==> config.mk <==
export PLATFORM = sky130hd
export DESIGN_NAME = seven_segment_string_encoder_core
export DESIGN_NICKNAME = d
export VERILOG_FILES = /design/src/design/sse_pkg.sv /design/src/design/sse_step.sv /design/src/design/seven_segment_string_encoder_core.sv
export SDC_FILE = /design/constraint.sdc
export NUM_CORES = 1
export LEC_CHECK = 0
export BUFFER_PORTS_ARGS = -buffer_cell sky130_fd_sc_hd__buf_2
export CORE_ASPECT_RATIO = 1.2
export CORE_UTILIZATION = 55
export CTS_CLUSTER_DIAMETER = 150
export CTS_CLUSTER_SIZE = 12
export DETAILED_ROUTE_END_ITERATION = 12
export PLACE_DENSITY_LB_ADDON = 0.12
export SYNTH_ARGS = -nofsm -noshare
export SYNTH_HDL_FRONTEND = slang
export SYNTH_SLANG_ARGS = --single-unit
==> constraint.sdc <==
create_clock -name i_clk -period 8.8 [get_ports i_clk]
set_input_delay 0.88 -clock i_clk [delete_from_list [all_inputs] [get_ports i_clk]]
set_output_delay 0.88 -clock i_clk [all_outputs]
set_load 0.02 [all_outputs]
==> src/design/sse_pkg.sv <==
// ----------------------------------------------------------------------------
// sse_pkg
// Shared types, sizes and font tables for the seven-segment string encoder.
// ----------------------------------------------------------------------------
package sse_pkg;

    localparam int NUM_DIGITS = 4;
    localparam int MAX_CHARS  = 8;
    localparam int OUT_DIGITS = 4;
    localparam int SHOWN      = (NUM_DIGITS < OUT_DIGITS) ? NUM_DIGITS : OUT_DIGITS;
    localparam int FILL_W     = $clog2(NUM_DIGITS + 1);
    localparam int USED_W     = $clog2(MAX_CHARS + 1);
    localparam int CONS_W     = 4;

    localparam logic [7:0] SEG_BLANK      = 8'hFF;
    localparam logic [7:0] SEG_DASH       = 8'hBF;
    localparam logic [7:0] SEG_DP_MASK    = 8'h7F;
    localparam logic [7:0] SEG_UNDERSCORE = 8'hF7;

    localparam logic [7:0] CH_NUL        = 8'h00;
    localparam logic [7:0] CH_DOT        = 8'h2E;
    localparam logic [7:0] CH_DASH       = 8'h2D;
    localparam logic [7:0] CH_TILDE      = 8'h7E;
    localparam logic [7:0] CH_COLON      = 8'h3A;
    localparam logic [7:0] CH_UNDERSCORE = 8'h5F;
    localparam logic [7:0] CH_ZERO       = 8'h30;
    localparam logic [7:0] CH_NINE       = 8'h39;
    localparam logic [7:0] CH_LOWER_A    = 8'h61;
    localparam logic [7:0] CH_LOWER_Z    = 8'h7A;
    localparam logic [7:0] CH_UPPER_A    = 8'h41;
    localparam logic [7:0] CH_UPPER_Z    = 8'h5A;

    localparam logic [7:0] DIGIT_FONT [10] = '{
        8'hC0, 8'hF9, 8'hA4, 8'hB0, 8'h99, 8'h92, 8'h83, 8'hF8, 8'h80, 8'h98
    };

    localparam logic [7:0] LETTER_FONT [26] = '{
        8'h88, 8'h83, 8'hA7, 8'hA1, 8'h86, 8'h8E, 8'h90, 8'h89, 8'hF9, 8'hE1,
        8'h8F, 8'hC7, 8'hC8, 8'hAB, 8'hA3, 8'h8C, 8'h98, 8'hAF, 8'h92, 8'h87,
        8'hC1, 8'hE3, 8'hC1, 8'hC9, 8'h91, 8'hA4
    };

    typedef struct packed {
        logic [NUM_DIGITS-1:0][7:0] glyph;
        logic [FILL_W-1:0]          fill;
        logic                       prev_digit;
        logic [USED_W-1:0]          used;
        logic                       emitted;
    } t_state;

    typedef struct packed {
        logic [OUT_DIGITS-1:0][7:0] seg;
        logic [CONS_W-1:0]          consumed;
    } t_result;

    function automatic t_state reset_state();
        t_state s;
        for (int i = 0; i < NUM_DIGITS; i++) begin
            s.glyph[i] = SEG_BLANK;
        end
        s.fill       = '0;
        s.prev_digit = 1'b0;
        s.used       = '0;
        s.emitted    = 1'b0;
        return s;
    endfunction

    function automatic logic is_digit(input logic [7:0] c);
        return (c >= CH_ZERO) && (c <= CH_NINE);
    endfunction

    function automatic logic [7:0] glyph_of(input logic [7:0] c);
        logic [7:0] lo_off;
        logic [7:0] up_off;
        logic [7:0] dg_off;
        logic [7:0] g;
        lo_off = c - CH_LOWER_A;
        up_off = c - CH_UPPER_A;
        dg_off = c - CH_ZERO;
        if ((c >= CH_LOWER_A) && (c <= CH_LOWER_Z)) begin
            g = LETTER_FONT[lo_off[4:0]];
        end else if ((c >= CH_UPPER_A) && (c <= CH_UPPER_Z)) begin
            g = LETTER_FONT[up_off[4:0]];
        end else if (is_digit(c)) begin
            g = DIGIT_FONT[dg_off[3:0]];
        end else begin
            case (c)
                CH_DASH, CH_TILDE, CH_COLON: g = SEG_DASH;
                CH_UNDERSCORE:               g = SEG_UNDERSCORE;
                default:                     g = SEG_BLANK;
            endcase
        end
        return g;
    endfunction

endpackage

==> src/design/sse_step.sv <==
// ----------------------------------------------------------------------------
// sse_step
// Next-state and result logic for one character of the string.
// ----------------------------------------------------------------------------
module sse_step (
    input  sse_pkg::t_state  i_state,
    input  logic [7:0]       i_ch,
    input  logic             i_last,
    output sse_pkg::t_state  o_state,
    output sse_pkg::t_result o_result,
    output logic             o_fire
);
    import sse_pkg::*;

    t_state w_upd;
    logic   w_fire;

    always_comb begin
        w_upd  = i_state;
        w_fire = 1'b0;
        if (!i_state.emitted) begin
            if (i_state.fill >= FILL_W'(NUM_DIGITS)) begin
                if (i_ch == CH_DOT) begin
                    for (int i = 0; i < NUM_DIGITS; i++) begin
                        if (i_state.fill == FILL_W'(i + 1)) begin
                            w_upd.glyph[i] = i_state.glyph[i] & SEG_DP_MASK;
                        end
                    end
                    w_upd.used = i_state.used + USED_W'(1);
                end
                w_fire = 1'b1;
            end else if (i_ch == CH_NUL) begin
                w_fire = 1'b1;
            end else if (i_state.prev_digit && (i_ch == CH_DOT)) begin
                for (int i = 0; i < NUM_DIGITS; i++) begin
                    if (i_state.fill == FILL_W'(i + 1)) begin
                        w_upd.glyph[i] = i_state.glyph[i] & SEG_DP_MASK;
                    end
                end
                w_upd.prev_digit = 1'b0;
                w_upd.used       = i_state.used + USED_W'(1);
                if (w_upd.used >= USED_W'(MAX_CHARS)) begin
                    w_fire = 1'b1;
                end
            end else begin
                for (int i = 0; i < NUM_DIGITS; i++) begin
                    if (i_state.fill == FILL_W'(i)) begin
                        w_upd.glyph[i] = glyph_of(i_ch);
                    end
                end
                w_upd.fill       = i_state.fill + FILL_W'(1);
                w_upd.prev_digit = is_digit(i_ch);
                w_upd.used       = i_state.used + USED_W'(1);
                if ((w_upd.used >= USED_W'(MAX_CHARS)) ||
                    ((w_upd.fill >= FILL_W'(NUM_DIGITS)) && !w_upd.prev_digit)) begin
                    w_fire = 1'b1;
                end
            end
            if (i_last) begin
                w_fire = 1'b1;
            end
        end
    end

    always_comb begin
        for (int i = 0; i < OUT_DIGITS; i++) begin
            o_result.seg[i] = SEG_BLANK;
        end
        for (int i = 0; i < SHOWN; i++) begin
            o_result.seg[i] = w_upd.glyph[i];
        end
        o_result.consumed = CONS_W'(w_upd.used);
    end

    always_comb begin
        if (i_last) begin
            o_state = reset_state();
        end else begin
            o_state = w_upd;
            if (w_fire) begin
                o_state.emitted = 1'b1;
            end
        end
    end

    assign o_fire = w_fire;

endmodule

==> src/design/seven_segment_string_encoder_core.sv <==
// ----------------------------------------------------------------------------
// seven_segment_string_encoder_core
// Turns a character string into four active-low seven-segment bytes.
// ----------------------------------------------------------------------------
// One character is taken per word and every cycle can take a new one, unless
// the input register is full while a result waits and the receiver stalls. A
// word goes into an input register and is then folded into the display state
// by the font lookup and position update once the output register is free.
// One result word is given per string: when the display is full, eight
// characters are used, a NUL arrives or the last character is seen; the rest
// of the string up to its last word is then dropped. The output register lets
// a new character be taken while a result still waits to be taken.
// ----------------------------------------------------------------------------
module seven_segment_string_encoder_core (
    input  logic       i_clk,
    input  logic       i_rst_n,
    input  logic       i_in_valid,
    output logic       o_in_stall,
    input  logic [7:0] i_ch,
    input  logic       i_last,
    output logic       o_out_valid,
    input  logic       i_out_stall,
    output logic [7:0] o_seg0,
    output logic [7:0] o_seg1,
    output logic [7:0] o_seg2,
    output logic [7:0] o_seg3,
    output logic [3:0] o_consumed
);
    import sse_pkg::*;

    logic       r_in_valid;
    logic [7:0] r_ch;
    logic       r_last;
    t_state     r_st;
    t_state     n_st;
    t_result    r_res;
    t_result    n_res;
    logic       r_out_valid;
    logic       n_out_valid;
    logic       w_fire;
    logic       w_out_free;
    logic       w_adv;
    logic       w_in_acc;

    assign w_out_free = !r_out_valid || !i_out_stall;
    assign w_adv      = r_in_valid && w_out_free;
    assign o_in_stall = r_in_valid && !w_out_free;
    assign w_in_acc   = i_in_valid && !o_in_stall;

    sse_step u_step (
        .i_state (r_st),
        .i_ch    (r_ch),
        .i_last  (r_last),
        .o_state (n_st),
        .o_result(n_res),
        .o_fire  (w_fire)
    );

    assign n_out_valid = w_out_free ? (w_adv && w_fire) : r_out_valid;

    always_ff @(posedge i_clk) begin
        if (!i_rst_n) begin
            r_in_valid  <= 1'b0;
            r_out_valid <= 1'b0;
            r_st        <= reset_state();
        end else begin
            r_out_valid <= n_out_valid;
            if (w_in_acc) begin
                r_in_valid <= 1'b1;
            end else if (w_adv) begin
                r_in_valid <= 1'b0;
            end
            if (w_adv) begin
                r_st <= n_st;
            end
        end
    end

    always_ff @(posedge i_clk) begin
        if (w_in_acc) begin
            r_ch   <= i_ch;
            r_last <= i_last;
        end
        if (w_adv && w_fire) begin
            r_res <= n_res;
        end
    end

    assign o_out_valid = r_out_valid;
    assign o_seg0      = r_res.seg[0];
    assign o_seg1      = r_res.seg[1];
    assign o_seg2      = r_res.seg[2];
    assign o_seg3      = r_res.seg[3];
    assign o_consumed  = r_res.consumed;

    a_fill_range: assert property (@(posedge i_clk) disable iff (!i_rst_n)
        r_st.fill <= FILL_W'(NUM_DIGITS))
        else $error("fill position beyond display");

    a_used_range: assert property (@(posedge i_clk) disable iff (!i_rst_n)
        r_st.used <= USED_W'(MAX_CHARS))
        else $error("used count beyond limit");

    a_last_clears: assert property (@(posedge i_clk) disable iff (!i_rst_n)
        (w_adv && r_last) |=> (r_st.fill == '0) && (r_st.used == '0) && !r_st.emitted)
        else $error("state not cleared after last character");

    a_one_result: assert property (@(posedge i_clk) disable iff (!i_rst_n)
        (w_adv && r_st.emitted) |-> !w_fire)
        else $error("second result for one string");

    a_result_loaded: assert property (@(posedge i_clk) disable iff (!i_rst_n)
        (w_adv && w_fire) |=> o_out_valid)
        else $error("result lost");

endmodule

==> results of run 1 <==
where the power goes:
group	switching, mW	internal (mW)	leakage [nW]
Combinational	0.0722	0.0388	1.09
Sequential	0.0104	0.442	0.709
Clock	0.140	0.156	0.112
tightest hold or removal path, stage by stage, from the launching register on:
cell,delay (ps)
dfxtp_1,330
a21oi_1,50
o21ai_0,60
metrics by stage:
| stage | std cells | total power [mW] |
|---|---|---|
| floorplan | 505 | 0.546 |
| global placement | 641 | 0.569 |
| detailed placement | 641 | 0.572 |
| CTS | 657 | 0.863 |
| global route | 658 | 0.894 |
| finish | 658 | 0.860 |
area by class of cell:
cell class / count / area [um^2] / share of cell area
well taps: 117 / 146 / 0.0273
multi-input cells: 368 / 2440 / 0.456
flip-flops and latches: 88 / 2210 / 0.413
clock inverters: 4 / 48.8 / 0.00911
inverters: 14 / 52.6 / 0.00981
repair buffers: 55 / 285 / 0.0533
clock buffers: 12 / 166 / 0.0311
cell families (layout without fill, tap and decap cells):
| group | after synthesis | count (layout) | share of synthesized area |
|---|---|---|---|
| AND/OR/NAND/NOR | 158 | 158 | 0.181 |
| multiplexers | 5 | 5 | 0.0113 |
| XOR/XNOR | 10 | 10 | 0.0208 |
| AO/OA/AOI/OAI | 182 | 182 | 0.252 |
| flip-flops | 88 | 88 | 0.454 |
| buffers and inverters | 49 | 85 | 0.0472 |
| adder cells (fa/ha/maj) | 13 | 13 | 0.0334 |
sequential cells by signal (all words and copies together), names as in the netlist:
| name | cells |
|---|---|
| r_last | 1 |
| r_st | 41 |
| r_ch | 8 |
| o_out_valid | 1 |
| o_seg1 | 8 |
| r_in_valid | 1 |
| o_consumed | 4 |
| o_seg3 | 8 |
| o_seg0 | 8 |
| o_seg2 | 8 |
per-layer routing:
metal / vias to the layer above / part of all wire
met4: 0 / 0.017
met2: 108 / 0.48
met1: 1851 / 0.46
li1: 1953 / -
met5: - / 0
met3: 18 / 0.043
final timing paths:
kind,startpoint,to,slack (ps),depth (start not counted)
min,r_st[23],r_st[23],470,2
max,r_ch[0],o_seg1[0],4590,7
min reg2reg,r_st[23],r_st[23],470,2
max reg2reg,r_ch[0],o_seg1[0],4590,7
layout by cell type (no fill, tap or decap), types with 6 or more instances in the layout:
master,instances
inv_1,13
clkbuf_8,10
o31ai_1,20
o211ai_1,7
nand3_1,13
edfxtp_1,45
o21ai_0,35
nand2b_1,20
dfxtp_1,43
nor2_1,17
nand4_1,6
ha_1,13
nand2_1,51
a21oi_1,49
a31oi_1,8
buf_2,51
nor2b_1,9
o21ai_1,22
==> summary.txt, run 1 <==
Status: completed
Cells after Synth: 505
Filler Cells Inserted: 719
Final period util: 0.478
Share of cells above drive strength 1: 0.170
Setup violators final: 0
Cell Rows: 37
Die area: 9240 um^2
Final setup TNS: 0 ps
Grt ovf: 0
Hold Fails Final Rpt: 0
CTS tree: yes
Initial antenna violation count: 0
Period minus WS final: 4210 ps
Critical Path RT: 8780 ps
Critical Path AT: 4190 ps
CP max-delay cell: edfxtp_1
Slew @ Worst Pin: 1060 ps
Most common cell in the netlist: nand2_1
Final Max Slew Viols: 0
Clock Path Buffers: 2
Largest net degree at the start of global routing: 39
Nets: 562
Hold WC Path Type: register to register
Initial core utilization: 0.569
Post-synth ARST share: 0
Register area share after synthesis: 0.454
Final Util: 0.625
Die Height: 105 um
Syn nets: 531
Grt met1 use: 0.326
Post-route antenna net violation count: 0
Worst hold slack: 473 ps
Slew margin rel.: 0.292
CP Cell Sequence: inv_1 > ha_1 > or4b_1 > a31oi_4 > o311ai_0 > nand2_1 > nor2_4
CTS Root Cell: clkbuf_8
PortBufs: 50
Worst Slack Setup Final: 4590 ps
Post-synth EDFFs: 45
TritonCTS Buffers: 9
CP bufs+invs: 1
Vias in the first global route: 3553
Largest area contributor in the netlist: edfxtp_1
CP endpoint kind: register
Hold Buf Count CTS: 0
Seq cells post-synth: 88
Clock Skew: 8.51 ps
Crit path max-delay family: simple AND/OR/NAND/NOR gates
Overall Global Routing Usage: 0.246
Crit-path max cell delay: 870 ps
Yosys warnings: 0
P_leak: 1.92 nW
Busiest layer in global routing: met2
Inserted Diodes: 0
Area Growth Syn to Fin: 9.88%
Netlist Area Pre-Place: 4870 um^2
Wire per inst: 16.1 um
H-Tree Depth: 3
Unrepaired setup endpoints after global routing: no
Crit path kind: register to register
GPL Wtd Cong: 0.904
Worst Path Max Fanout: 36
Synth Flop Type: edfxtp_1
Post-CTS resize count: 0
DPL Wire Length: 7.23 mm
Pre-CTS setup slack: 4750 ps
Post-DR vias/cell: 5.97
Post-CTS Setup Bufs: 0
Library cells used by synthesis: 74
Layout Cell Area excl Fill: 5360 um^2
Core ar.: 8560 um^2
Synth top area share: 0.277
Max Cap Viol: 0
Dpl cell area: 5130 um^2
Die X: 87.9 um
GRT met2 Usage: 0.395
Clock latency on the worst-skew pair: 360 ps
First-iteration detailed-routing DRC count: 291
Most common library cells after synthesis: nand2_1 (51), a21oi_1 (49), edfxtp_1 (45)
Max Freq: 0.238 GHz
Syn Area/Cell: 9.65 um^2
DR vias: 3930
Clk slew on worst S/H paths: 80 ps
DRT Pass-1 Iters: 5
GR Util met3: 0.0458
Clock Sinks: 88
PwrDens: 161 nW/um^2
# IOs: 51
Post-Route WL: 10.6 mm
Crit start category: register
Remaining DRCs: 0
Maximum vdd drop: 0.105 mV
First-pass GRT wire length: 17.6 mm
Synth top area cells: edfxtp_1 (28%), dfxtp_1 (18%), a21oi_1 (5.0%)
No activity file was read; power rests on OpenSTA's default activity.
==> inputs of run 2 (changes only) <==
--- a/config.mk
+++ b/config.mk
@@ -7,7 +7,7 @@
 export LEC_CHECK = 0
 export BUFFER_PORTS_ARGS = -buffer_cell sky130_fd_sc_hd__buf_2
 export CORE_ASPECT_RATIO = 1.2
-export CORE_UTILIZATION = 55
+export CORE_UTILIZATION = 53
 export CTS_CLUSTER_DIAMETER = 150
 export CTS_CLUSTER_SIZE = 12
 export DETAILED_ROUTE_END_ITERATION = 12
==> constraint.sdc (replaced) <==
create_clock -name i_clk -period 3.6 [get_ports i_clk]
set_input_delay 0.36 -clock i_clk [delete_from_list [all_inputs] [get_ports i_clk]]
set_output_delay 0.36 -clock i_clk [all_outputs]
set_load 0.02 [all_outputs]
==> summary.txt, run 2 (synthesis results as in run 1) <==
Status: completed
Initial antenna violation count: 0 (unchanged)
Maximum vdd drop: 0.211 mV (+100%)
Hold Fails Final Rpt: 0 (unchanged)
CTS tree: yes
Finished Layout Cells: 667 (+1.4%)
Final setup TNS: 0 ps (unchanged)
Inserted Diodes: 0 (unchanged)
Max Freq: 0.333 GHz (+40%)
Worst Path Max Fanout: 19 (-47%)
Register bank with the most flops: r_st
Power Total: 2.04 mW (+140%)
Hold WC Path Type: input port to register
Nets: 571 (+1.6%)
Pre-CTS setup slack: 649 ps (-4100 ps)
Die area: 9580 um^2 (+3.7%)
# IOs: 51 (unchanged)
Cell Rows: 37 (unchanged)
RR Endpoint: o_seg2[3]
Post-Route WL: 10.6 mm (+0.36%)
GPL Wtd Cong: 0.855 (-5.4%)
Largest net degree at the start of global routing: 37 (-5.1%)
FF-to-FF path depth: 8 (+1)
Remaining DRCs: 0 (unchanged)
Slew @ Worst Pin: 1340 ps (+279 ps)
Hold Buf Count CTS: 0 (unchanged)
Beginning of the worst hold path: i_ch[2]
Worst reg2reg startpoint: r_ch[1]
Vias in the first global route: 3527 (-0.73%)
Initial core utilization: 0.557 (-0.0120)
Post-route antenna net violation count: 0 (unchanged)
Slew margin rel.: 0.0983 (-0.194)
DRT Pass-1 Iters: 4 (-1)
First-iteration detailed-routing DRC count: 192 (-34%)
Overall Global Routing Usage: 0.236 (-0.00951)
P_leak: 1.94 nW (+1.3%)
Period minus WS final: 3000 ps (-1200 ps)
DR vias: 3949 (+0.48%)
Area Growth Syn to Fin: 10.9%
Max Cap Viol: 0 (unchanged)
Reg2reg setup slack: 600 ps (-4000 ps)
Final period util: 0.834 (+0.356)
Final Max Slew Viols: 0 (unchanged)
Clock Skew: 14.8 ps (+6.27 ps)
Unrepaired setup endpoints after global routing: no
PortBufs: 50 (unchanged)
Commonest cells after routing, fill and taps aside: nand2_1 (51), buf_2 (50), a21oi_1 (49)
Clk slew on worst S/H paths: 90 ps (about the same)
Crit path kind: register to register
Hold Path End: r_ch[2]
Clock latency on the worst-skew pair: 360 ps (about the same)
Worst Slack Setup Final: 597 ps (-4000 ps)
H-Tree Depth: 3 (unchanged)
First-pass GRT wire length: 17.3 mm (-1.8%)
CTS Root Cell: clkbuf_8
Commonest non-fill, non-tap cell in the layout: nand2_1
Grt ovf: 0 (unchanged)
CP endpoint kind: register
Critical Path AT: 3080 ps (-1110 ps)
Post-DR vias/cell: 5.92 (-0.87%)
Wire per inst: 15.9 um (-1.0%)
TritonCTS Buffers: 9 (unchanged)
Largest register FFs: 41 (unchanged)
Setup violators final: 0 (unchanged)
Critical Path RT: 3670 ps (-5110 ps)
Post-CTS Setup Bufs: 0 (unchanged)
Hold Crit Depth: 1 (-1)
PwrDens: 377 nW/um^2 (+130%)
Clock Path Buffers: 2 (unchanged)
Crit start category: register
Placed Cells: 651 (+1.6%)
Die Height: 107 um (+1.8%)
Clock Sinks: 88 (unchanged)
DPL Wire Length: 7.44 mm (+2.9%)
Post-CTS resize count: 0 (unchanged)
Core ar.: 8750 um^2 (+2.2%)
Die X: 89.5 um (+1.8%)
Share of cells above drive strength 1: 0.185 (+0.0154)
run 2: power by group:
group	switching (mW)	leakage, nW	internal, mW
clock	0.384	0.0901	0.264
sequential	0.0288	0.709	1.08
combinational	0.175	1.14	0.103
run 2: area by class of cell:
type | instances | area, um^2
inverters | 14 | 52.6
multi-input cells | 368 | 2440
flip-flops and latches | 88 | 2210
clock inverters | 7 | 60.1
repair buffers | 64 | 368
well taps | 117 | 146
clock buffers | 9 | 124
fillers | 747 | 3340
run 2: metrics by stage:
| stage | area (um^2) | hold slack, ps | util |
|---|---|---|---|
| global placement | 5220 | 448 | 0.597 |
| global route | 5410 | 151 | 0.618 |
| detailed placement | 5220 | 456 | 0.597 |
| CTS | 5410 | 152 | 0.618 |
| finish | 5410 | 169 | 0.618 |
| floorplan | 4880 | 439 | - |
run 2: worst max-delay path: stages (launching register included):
cell      delay [ps]
edfxtp_1         390
inv_1            210
ha_1             370
buf_4            290
mux2_2           350
o21ai_0          150
a21oi_1          100
a311oi_2         650
o31ai_1          200
run 2: layer usage:
layer | global-route usage | wire length (um)
met1 | 0.307 | 4860
met4 | 0.0737 | 217
met5 | 0 | 0
met2 | 0.391 | 5220
met3 | 0.0462 | 332
run 2: worst max-delay path by stage:
| stage | from | end | slack (ps) | cells past startpoint |
|---|---|---|---|---|
| 6_report | r_ch[1] | o_seg2[3] | 600 | 8 |
| 5_1_grt | r_ch[1] | o_seg2[3] | 440 | 8 |
| 4_1_cts | r_ch[1] | o_seg3[3] | 620 | 8 |
| 3_5_place_dp | r_ch[1] | o_seg3[3] | 650 | 8 |
| 3_3_place_gp | r_ch[2] | o_seg2[1] | 660 | 5 |
| 2_1_floorplan | r_ch[0] | o_consumed[0] | 130 | 9 |
